## src/sv/slm_pkg.sv

```systemverilog
// ----------------------------------------------------------------------------
// slm_pkg: shared constants for the block sound level meter
// Holds the register reset values, the register indexes, the level scaling
// constants and the fractional octave table.
// ----------------------------------------------------------------------------
package slm_pkg;

    localparam logic [15:0] REF_LEVEL_RESET  = 16'd30720;
    localparam logic [8:0]  SMOOTH_RESET     = 9'd77;
    localparam logic [15:0] LEVEL_RESET      = 16'd10240;
    localparam logic [17:0] DB_PER_OCTAVE_Q8 = 18'd197283;
    localparam logic [15:0] FULL_SCALE_OFFSET = 16'd23119;
    localparam logic [8:0]  SMOOTH_FULL      = 9'd256;

    localparam logic REG_REF_LEVEL = 1'b0;
    localparam logic REG_SMOOTHING = 1'b1;

    function automatic logic [9:0] frac_db(input logic [3:0] idx);
        logic [9:0] v;
        begin
            case (idx)
                4'd0:    v = 10'd0;
                4'd1:    v = 10'd67;
                4'd2:    v = 10'd131;
                4'd3:    v = 10'd191;
                4'd4:    v = 10'd248;
                4'd5:    v = 10'd302;
                4'd6:    v = 10'd354;
                4'd7:    v = 10'd403;
                4'd8:    v = 10'd451;
                4'd9:    v = 10'd496;
                4'd10:   v = 10'd540;
                4'd11:   v = 10'd582;
                4'd12:   v = 10'd622;
                4'd13:   v = 10'd661;
                4'd14:   v = 10'd699;
                default: v = 10'd735;
            endcase
            return v;
        end
    endfunction

endpackage

```

## src/sv/block_sound_level_meter.sv

```systemverilog
// ----------------------------------------------------------------------------
// block_sound_level_meter: block RMS level meter in 1/256 dB
// Samples are taken one item per cycle into the block accumulator while
// the queue has room; closed blocks wait in a two-entry queue. The level
// unit then takes the block, runs a serial multiply and a restoring divide,
// checks for a zero mean square or runs the leading-one scan, forms the
// level and the smoothing, and presents the result until it is taken.
// Sample input stalls only while both queue entries are occupied.
// ----------------------------------------------------------------------------
module block_sound_level_meter
    import slm_pkg::*;
#(
    parameter int MAX_BLOCK = 512,
    parameter int MIN_BLOCK = 16
) (
    input  logic               clk,
    input  logic               rst_n,
    input  logic               in_valid,
    output logic               in_ready,
    input  logic signed [15:0] sample,
    input  logic               block_end,
    output logic               out_valid,
    input  logic               out_ready,
    output logic [15:0]        smoothed_level,
    output logic [15:0]        block_level,
    input  logic               wr_en,
    input  logic               wr_index,
    input  logic [15:0]        wr_data
);

    localparam int CW   = $clog2(MAX_BLOCK + 1);
    localparam int SUMW = 16 + CW;
    localparam int SQW  = 30 + CW;
    localparam int QW   = SUMW + SQW + CW;

    logic [15:0]   ref_level_reg;
    logic [8:0]    smooth_reg;
    logic          q_full, q_push, q_pop, q_valid;
    logic [QW-1:0] q_wdata, q_rdata;

    always_ff @(posedge clk or negedge rst_n)
    begin
        if (!rst_n)
        begin
            ref_level_reg <= REF_LEVEL_RESET;
            smooth_reg    <= SMOOTH_RESET;
        end
        else if (wr_en)
        begin
            unique case (wr_index)
                REG_REF_LEVEL: ref_level_reg <= wr_data;
                REG_SMOOTHING: smooth_reg    <= wr_data[8:0];
                default:
                begin
                end
            endcase
        end
    end

    slm_front #(
        .MAX_BLOCK (MAX_BLOCK),
        .MIN_BLOCK (MIN_BLOCK),
        .CW        (CW),
        .SUMW      (SUMW),
        .SQW       (SQW)
    ) u_front (
        .clk       (clk),
        .rst_n     (rst_n),
        .in_valid  (in_valid),
        .in_ready  (in_ready),
        .sample    (sample),
        .block_end (block_end),
        .q_full    (q_full),
        .q_push    (q_push),
        .q_data    (q_wdata)
    );

    slm_queue #(
        .W (QW)
    ) u_queue (
        .clk       (clk),
        .rst_n     (rst_n),
        .push      (q_push),
        .wdata     (q_wdata),
        .pop       (q_pop),
        .rdata     (q_rdata),
        .full      (q_full),
        .not_empty (q_valid)
    );

    slm_back #(
        .CW   (CW),
        .SUMW (SUMW),
        .SQW  (SQW)
    ) u_back (
        .clk            (clk),
        .rst_n          (rst_n),
        .q_valid        (q_valid),
        .q_data         (q_rdata),
        .q_pop          (q_pop),
        .ref_level      (ref_level_reg),
        .smooth_factor  (smooth_reg),
        .out_valid      (out_valid),
        .out_ready      (out_ready),
        .smoothed_level (smoothed_level),
        .block_level    (block_level)
    );

endmodule

```

## src/sv/slm_front.sv

```systemverilog
// ----------------------------------------------------------------------------
// slm_front: sample accumulation
// Accepts samples, keeps the block sum, sum of squares and count, and hands
// each closed block of sufficient length to the queue.
// ----------------------------------------------------------------------------
module slm_front #(
    parameter int MAX_BLOCK = 512,
    parameter int MIN_BLOCK = 16,
    parameter int CW        = 10,
    parameter int SUMW      = 26,
    parameter int SQW       = 40
) (
    input  logic                 clk,
    input  logic                 rst_n,
    input  logic                 in_valid,
    output logic                 in_ready,
    input  logic signed [15:0]   sample,
    input  logic                 block_end,
    input  logic                 q_full,
    output logic                 q_push,
    output logic [SUMW+SQW+CW-1:0] q_data
);

    logic signed [SUMW-1:0] sum_reg, sum_next;
    logic [SQW-1:0]         sumsq_reg, sumsq_next;
    logic [CW-1:0]          cnt_reg, cnt_next;
    logic signed [31:0]     sq;
    logic [CW-1:0]          cnt_inc;
    logic                   accept, close;

    assign in_ready = !q_full;
    assign accept   = in_valid && in_ready;
    assign sq       = 32'(sample) * 32'(sample);
    assign cnt_inc  = cnt_reg + CW'(1);
    assign close    = block_end || (cnt_inc == CW'(MAX_BLOCK));
    assign sum_next = sum_reg + {{(SUMW-16){sample[15]}}, sample};
    assign sumsq_next = sumsq_reg + {{(SQW-32){1'b0}}, sq};
    assign cnt_next = cnt_inc;
    assign q_push   = accept && close && (cnt_inc >= CW'(MIN_BLOCK));
    assign q_data   = {sum_next, sumsq_next, cnt_next};

    always_ff @(posedge clk or negedge rst_n)
    begin
        if (!rst_n)
        begin
            sum_reg   <= '0;
            sumsq_reg <= '0;
            cnt_reg   <= '0;
        end
        else if (accept)
        begin
            if (close)
            begin
                sum_reg   <= '0;
                sumsq_reg <= '0;
                cnt_reg   <= '0;
            end
            else
            begin
                sum_reg   <= sum_next;
                sumsq_reg <= sumsq_next;
                cnt_reg   <= cnt_next;
            end
        end
    end

endmodule

```

## src/sv/slm_queue.sv

```systemverilog
// ----------------------------------------------------------------------------
// slm_queue: two-entry block queue
// Decouples sample accumulation from the block level computation.
// ----------------------------------------------------------------------------
module slm_queue #(
    parameter int W = 76
) (
    input  logic         clk,
    input  logic         rst_n,
    input  logic         push,
    input  logic [W-1:0] wdata,
    input  logic         pop,
    output logic [W-1:0] rdata,
    output logic         full,
    output logic         not_empty
);

    logic [W-1:0] mem_reg [2];
    logic         wr_ptr_reg, rd_ptr_reg;
    logic [1:0]   count_reg;

    assign full      = (count_reg == 2'd2);
    assign not_empty = (count_reg != 2'd0);
    assign rdata     = mem_reg[rd_ptr_reg];

    always_ff @(posedge clk)
    begin
        if (push)
        begin
            mem_reg[wr_ptr_reg] <= wdata;
        end
    end

    always_ff @(posedge clk or negedge rst_n)
    begin
        if (!rst_n)
        begin
            wr_ptr_reg <= 1'b0;
            rd_ptr_reg <= 1'b0;
            count_reg  <= 2'd0;
        end
        else
        begin
            if (push)
            begin
                wr_ptr_reg <= !wr_ptr_reg;
            end
            if (pop)
            begin
                rd_ptr_reg <= !rd_ptr_reg;
            end
            count_reg <= count_reg + {1'b0, push} - {1'b0, pop};
        end
    end

`ifndef SYNTHESIS
    a_no_overflow: assert property (@(posedge clk) disable iff (!rst_n)
        !(push && full && !pop)) else $error("queue overflow");
    a_no_underflow: assert property (@(posedge clk) disable iff (!rst_n)
        !(pop && !not_empty)) else $error("queue underflow");
`endif

endmodule

```

## src/sv/slm_back.sv

```systemverilog
// ----------------------------------------------------------------------------
// slm_back: block level computation
// Forms the DC-free mean square with a serial multiplier and a restoring
// divider, converts it to decibels and applies exponential smoothing.
// ----------------------------------------------------------------------------
module slm_back
    import slm_pkg::*;
#(
    parameter int CW   = 10,
    parameter int SUMW = 26,
    parameter int SQW  = 40
) (
    input  logic                   clk,
    input  logic                   rst_n,
    input  logic                   q_valid,
    input  logic [SUMW+SQW+CW-1:0] q_data,
    output logic                   q_pop,
    input  logic [15:0]            ref_level,
    input  logic [8:0]             smooth_factor,
    output logic                   out_valid,
    input  logic                   out_ready,
    output logic [15:0]            smoothed_level,
    output logic [15:0]            block_level
);

    localparam int NUMW = 2 * CW + 32;
    localparam int EW   = $clog2(NUMW);
    localparam int KW   = $clog2(NUMW + 1);
    localparam int RW   = 2 * CW + 1;

    localparam logic [2:0] ST_IDLE   = 3'd0;
    localparam logic [2:0] ST_MUL    = 3'd1;
    localparam logic [2:0] ST_DIV    = 3'd2;
    localparam logic [2:0] ST_NORM   = 3'd3;
    localparam logic [2:0] ST_LEVEL  = 3'd4;
    localparam logic [2:0] ST_SMOOTH = 3'd5;
    localparam logic [2:0] ST_OUT    = 3'd6;

    logic [2:0]             state_reg;
    logic [SQW-1:0]         sumsq_reg;
    logic [CW-1:0]          n_reg;
    logic [2*CW-1:0]        nsq_reg;
    logic [2*SUMW-1:0]      sum2_reg;
    logic [NUMW-1:0]        prod_reg;
    logic [NUMW-1:0]        quo_reg;
    logic [RW-1:0]          rem_reg;
    logic [KW-1:0]          cnt_reg;
    logic [EW-1:0]          e_reg;
    logic [15:0]            lvl_reg;
    logic [15:0]            avg_reg;

    logic signed [SUMW-1:0] q_sum;
    logic [SQW-1:0]         q_sumsq;
    logic [CW-1:0]          q_n;
    logic [SUMW-1:0]        sum_mag;
    logic [NUMW-1:0]        prod_step, sum2_ext;
    logic [RW-1:0]          trial, nsq_ext;
    logic                   qbit;
    logic [23:0]            oct_prod;
    logic signed [25:0]     lvl_sum;
    logic [8:0]             f_clip;
    logic [24:0]            acc;

    assign {q_sum, q_sumsq, q_n} = q_data;
    assign sum_mag   = q_sum[SUMW-1] ? SUMW'(-q_sum) : SUMW'(q_sum);
    assign prod_step = {prod_reg[NUMW-2:0], 1'b0}
                     + (n_reg[CW-1] ? {{(NUMW-SQW){1'b0}}, sumsq_reg} : '0);
    assign sum2_ext  = NUMW'(sum2_reg);
    assign trial     = {rem_reg[RW-2:0], quo_reg[NUMW-1]};
    assign nsq_ext   = {1'b0, nsq_reg};
    assign qbit      = (trial >= nsq_ext);
    assign oct_prod  = 24'(e_reg) * 24'(DB_PER_OCTAVE_Q8) + 24'd128;
    assign lvl_sum   = 26'(ref_level) + 26'(frac_db(quo_reg[NUMW-2 -: 4]))
                     + 26'(oct_prod[23:8]) - 26'(FULL_SCALE_OFFSET);
    assign f_clip    = (smooth_factor > SMOOTH_FULL) ? SMOOTH_FULL : smooth_factor;
    assign acc       = 25'(avg_reg) * 25'(SMOOTH_FULL - f_clip)
                     + 25'(lvl_reg) * 25'(f_clip) + 25'd128;

    assign q_pop          = (state_reg == ST_IDLE) && q_valid;
    assign out_valid      = (state_reg == ST_OUT);
    assign smoothed_level = avg_reg;
    assign block_level    = lvl_reg;

    always_ff @(posedge clk)
    begin
        unique case (state_reg)
            ST_IDLE:
            begin
                sumsq_reg <= q_sumsq;
                n_reg     <= q_n;
                nsq_reg   <= (2*CW)'(q_n) * (2*CW)'(q_n);
                sum2_reg  <= (2*SUMW)'(sum_mag) * (2*SUMW)'(sum_mag);
                prod_reg  <= '0;
            end
            ST_MUL:
            begin
                prod_reg <= prod_step;
                n_reg    <= {n_reg[CW-2:0], 1'b0};
                rem_reg  <= '0;
                quo_reg  <= (prod_reg > sum2_ext) ? (prod_reg - sum2_ext) : '0;
            end
            ST_DIV:
            begin
                rem_reg <= qbit ? (trial - nsq_ext) : trial;
                quo_reg <= {quo_reg[NUMW-2:0], qbit};
                e_reg   <= EW'(NUMW - 1);
            end
            ST_NORM:
            begin
                if (quo_reg == '0)
                begin
                    lvl_reg <= '0;
                end
                else if (!quo_reg[NUMW-1])
                begin
                    quo_reg <= {quo_reg[NUMW-2:0], 1'b0};
                    e_reg   <= e_reg - EW'(1);
                end
            end
            ST_LEVEL:
            begin
                if (lvl_sum < 0)
                begin
                    lvl_reg <= '0;
                end
                else if (lvl_sum > 26'sd65535)
                begin
                    lvl_reg <= 16'hFFFF;
                end
                else
                begin
                    lvl_reg <= lvl_sum[15:0];
                end
            end
            default:
            begin
            end
        endcase
    end

    always_ff @(posedge clk or negedge rst_n)
    begin
        if (!rst_n)
        begin
            state_reg <= ST_IDLE;
            cnt_reg   <= '0;
            avg_reg   <= LEVEL_RESET;
        end
        else
        begin
            unique case (state_reg)
                ST_IDLE:
                begin
                    if (q_valid)
                    begin
                        state_reg <= ST_MUL;
                        cnt_reg   <= KW'(CW);
                    end
                end
                ST_MUL:
                begin
                    if (cnt_reg == '0)
                    begin
                        state_reg <= ST_DIV;
                        cnt_reg   <= KW'(NUMW);
                    end
                    else
                    begin
                        cnt_reg <= cnt_reg - KW'(1);
                    end
                end
                ST_DIV:
                begin
                    if (cnt_reg == KW'(1))
                    begin
                        state_reg <= ST_NORM;
                    end
                    cnt_reg <= cnt_reg - KW'(1);
                end
                ST_NORM:
                begin
                    if (quo_reg == '0)
                    begin
                        state_reg <= ST_SMOOTH;
                    end
                    else if (quo_reg[NUMW-1])
                    begin
                        state_reg <= ST_LEVEL;
                    end
                end
                ST_LEVEL:
                begin
                    state_reg <= ST_SMOOTH;
                end
                ST_SMOOTH:
                begin
                    avg_reg   <= acc[23:8];
                    state_reg <= ST_OUT;
                end
                ST_OUT:
                begin
                    if (out_ready)
                    begin
                        state_reg <= ST_IDLE;
                    end
                end
                default:
                begin
                    state_reg <= ST_IDLE;
                end
            endcase
        end
    end

`ifndef SYNTHESIS
    a_div_nonzero: assert property (@(posedge clk) disable iff (!rst_n)
        (state_reg == ST_DIV) |-> (nsq_reg != '0)) else $error("zero divisor");
    a_out_holds: assert property (@(posedge clk) disable iff (!rst_n)
        (out_valid && !out_ready) |=> (out_valid && $stable(avg_reg) && $stable(lvl_reg)))
        else $error("result changed while waiting");
`endif

endmodule
```

## config.mk

```make
export PLATFORM = sky130hd
export DESIGN_NAME = block_sound_level_meter
export DESIGN_NICKNAME = d
export VERILOG_FILES = /design/src/sv/slm_pkg.sv /design/src/sv/block_sound_level_meter.sv /design/src/sv/slm_front.sv /design/src/sv/slm_queue.sv /design/src/sv/slm_back.sv
export SDC_FILE = /design/constraint.sdc
export NUM_CORES = 2
export LEC_CHECK = 0
export ABC_AREA = 1
export BUFFER_PORTS_ARGS = -buffer_cell sky130_fd_sc_hd__buf_2
export CAP_MARGIN = 20
export CORE_ASPECT_RATIO = 0.9
export CORE_MARGIN = 1.5
export CORE_UTILIZATION = 50
export CTS_BUF_LIST = sky130_fd_sc_hd__clkbuf_16
export DETAILED_ROUTE_END_ITERATION = 10
export GPL_TIMING_DRIVEN = 0
export PLACE_DENSITY = 0.65
export SLEW_MARGIN = 20
export SYNTH_ARGS = -nofsm -noshare
export SYNTH_HDL_FRONTEND = slang
export SYNTH_SLANG_ARGS = --single-unit
```

## constraint.sdc

```tcl
create_clock -name clk -period 17.1 [get_ports clk]
set_clock_uncertainty 0.2 [all_clocks]
set_input_delay 3.42 -clock clk [delete_from_list [all_inputs] [get_ports clk]]
set_output_delay 3.42 -clock clk [all_outputs]
set_load 0.01 [all_outputs]
```

==> impl_metrics.json <==
{
  "ys_types": 64,
  "max_slew_margin_pct": 21.1,
  "syn_avg_cell_area_um2": 8.52,
  "instances_no_fill": 11200,
  "r2r_cells": 36,
  "wire_per_inst_um": 17.8,
  "seq_area_frac_synth_pct": 21.1,
  "finalWeightedCongestion": 0.986,
  "htreeDepth": 2,
  "ant_nets": 0,
  "worstPathArrival_ns": 12.68,
  "drive_above_1_share_pct": 4.03,
  "synth-edff-count": 418,
  "async_flop_share_pct": 23.3,
  "clock_latency_ns": 0.72,
  "synth_area_mm2": 0.0760,
  "synth_top_cell_area_share_pct": 29.0,
  "num_vias": 58000,
  "largest_reg_flops": 152,
  "worst-path-buf-inv": 9,
  "die_x_um": 414,
  "cts_made_buffers": 60,
  "placed_cell_area_mm2": 0.0795,
  "r2r_start": "u_queue.rd_ptr_reg",
  "die_h_um": 373,
  "cts_setup_buffers": 0,
  "synthFlopType": "edfxtp_1",
  "syn_to_final_growth_pct": 7.41,
  "crit_path_start": "sample[15]",
  "setup_violations": 0,
  "cts_buffer_depth": 3,
  "synth-seq-cells": 558,
  "yosysTopAreaCell": "fa_1",
  "overflow": 0,
  "cap_violations": 0,
  "coreArea_mm2": 0.151,
  "slew_viol_final": 0,
  "vias_per_cell": 5.20,
  "cp.required_ns": 17.52,
  "cpLargestDelayFamily": "adder cells",
  "status": "finished clean",
  "ff2ff_setup_slack_ns": 6.12,
  "period_needed_ns": 12.26,
  "rows": 135,
  "antenna_found_initial": 2,
  "path_class": "input port to flip-flop",
  "setup-tns-final_ns": 0,
  "initial_utilization_pct": 50.5,
  "portBuffers": 72,
  "startpoint_type": "input port",
  "fin_nets": 11000,
  "cts_tree": "yes",
  "cp-endpoint": "u_front.sumsq_reg[39]",
  "cpPeakStageDelay_ns": 0.71,
  "drt_first_pass_iters": 6,
  "grt_pass1_vias": 59900,
  "clk_pin_slew_ns": 0.06,
  "grt_max_degree": 81,
  "fin_crit_sh_pct": 71.7,
  "end_kind": "flip-flop",
  "placed_cells_incl_taps": 11000,
  "wirelength_um": 199000,
  "fp.dieArea_mm2": 0.154,
  "cts.sink_count": 558,
  "max_clock_freq_mhz": 81.6,
  "postLayoutCellArea_mm2": 0.0817,
  "ys_top_cells_by_area": "fa_1, edfxtp_1, ha_1",
  "cts_root_buf": "clkbuf_16",
  "hold_viol_final": 0,
  "worstMarginPinSlew_ns": 1.18,
  "crit_slowest_cell": "fa_1",
  "rr_endpoint": "u_back.sum2_ext[50]",
  "hpwl_um": 167000,
  "crit_fanout": 14,
  "post-route-drc-count": 0,
  "rsz0062_at_grt": "false",
  "yosysWarnings": 0,
  "postCtsResizedCells": 0,
  "ioPinCount": 73,
  "grt_pass1_wl_um": 321000,
  "path_depth": 35,
  "drt_iter0_markers": 4220,
  "hp-class": "flip-flop to flip-flop",
  "hold_ws_ns": 0.282,
  "synthCells": 8927,
  "track_usage_pct": 26.1,
  "cts_hold_buffers": 0
}
per-stage QoR:
step	setup slack (ns)	util, %
after floorplan	6.40	-
after detailed placement	4.14	52.8
final	4.84	54.2
after CTS	4.87	54.2
after global routing	4.47	54.2
after global placement	4.28	52.5
placed cells by master, fill, tap and decap left out, types with 14 or more instances in the layout:
| cell type | netlist | routed |
|---|---|---|
| buf_1 | 23 | 23 |
| a31oi_1 | 33 | 33 |
| o21bai_1 | 29 | 29 |
| nor3_1 | 44 | 43 |
| or2_2 | 30 | 30 |
| xnor2_1 | 128 | 128 |
| buf_2 | 32 | 103 |
| o211ai_1 | 14 | 14 |
| mux2_2 | 46 | 46 |
| fa_1 | 1100 | 1100 |
| a21oi_1 | 430 | 430 |
| o21ai_1 | 18 | 18 |
| clkbuf_16 | 0 | 63 |
| o21a_1 | 32 | 32 |
| a21o_1 | 47 | 47 |
| inv_1 | 2196 | 2197 |
| ha_1 | 691 | 691 |
| clkinv_1 | 17 | 26 |
| xor2_1 | 189 | 189 |
| edfxtp_1 | 418 | 418 |
| nand2_1 | 1697 | 1695 |
| a21boi_0 | 14 | 14 |
| o22ai_1 | 17 | 17 |
| dfrtp_1 | 120 | 120 |
| nand3_1 | 180 | 180 |
| conb_1 | 2 | 50 |
| clkbuf_1 | 111 | 111 |
| o21ai_0 | 373 | 371 |
| nand4_1 | 47 | 47 |
| nor4_1 | 25 | 25 |
| nor2_1 | 690 | 686 |
tightest hold or removal path, delay by kind of cell, from the launching register on:
family	cells	cell delay, ns
simple gates	2	0.10
flops	1	0.34
synth_stat cells (6+ instances only):
library cell  instances
xnor2_1             128
o21bai_1             29
dfstp_2              10
dfrtp_1             120
xor2_1              189
buf_6                 8
o21a_1               32
inv_1              2196
mux2_2               46
nand3b_1             11
fa_1               1100
a21oi_1             430
inv_2                 8
or2_2                30
nor4_1               25
a211oi_1              9
ha_1                691
a31oi_1              33
buf_1                23
nor2_1              690
buf_4                 6
a21boi_0             14
nand4_1              47
and2_1                6
nand2_1            1697
dfxtp_1              10
clkinv_1             17
o211ai_1             14
edfxtp_1            418
nand3_1             180
buf_2                32
clkbuf_1            111
o21ai_0             373
o21ai_1              18
a21o_1               47
and3_1                7
o22ai_1              17
nor3_1               44
worst min path at each step:
stage,cells past startpoint,startpoint,to,slack [ns]
finish,2,u_front.sum_reg[12],u_front.sum_reg[12],0.28
global route,2,u_front.sum_reg[10],u_front.sum_reg[10],0.31
CTS,2,u_front.sum_reg[12],u_front.sum_reg[12],0.29
detailed placement,2,u_front.sum_reg[12],u_front.sum_reg[12],0.27
global placement,2,u_front.sum_reg[18],u_front.sum_reg[18],0.27
floorplan,2,u_front.sum_reg[0],u_front.sum_reg[0],0.25
cell families after synthesis:
logic type	share of synthesized area, %
xor gates and xnor gates	3.68
other	0.00988
AOI/OAI and AO/OA	7.61
buffers and inverters	12.0
DFF	21.1
and+or+nand+nor	14.6
muxes	0.734
adders and majority gates	40.3
layout make-up:
| cell class | instances | area, um2 |
|---|---|---|
| diodes | 1 | 2.50 |
| plain buffers | 180 | 798 |
| clock buffers | 63 | 1580 |
| clock inverters | 51 | 611 |
| fillers | 14000 | 69000 |
| inverters | 2221 | 8340 |
| multi-input cells | 6016 | 51100 |
| flip-flops and latches | 558 | 16000 |
| well taps | 1986 | 2480 |
| repair buffers | 88 | 731 |
routing by layer:
layer | global-route usage, % | share of wire [%]
met1 | 35.3 | 44
met2 | 44.1 | 47
met3 | 3.14 | 5.6
met4 | 7.83 | 3.2
met5 | 0 | 0
Power is not shown: default switching activity piles up to over one toggle a cycle in this logic, so the estimate is an artifact.
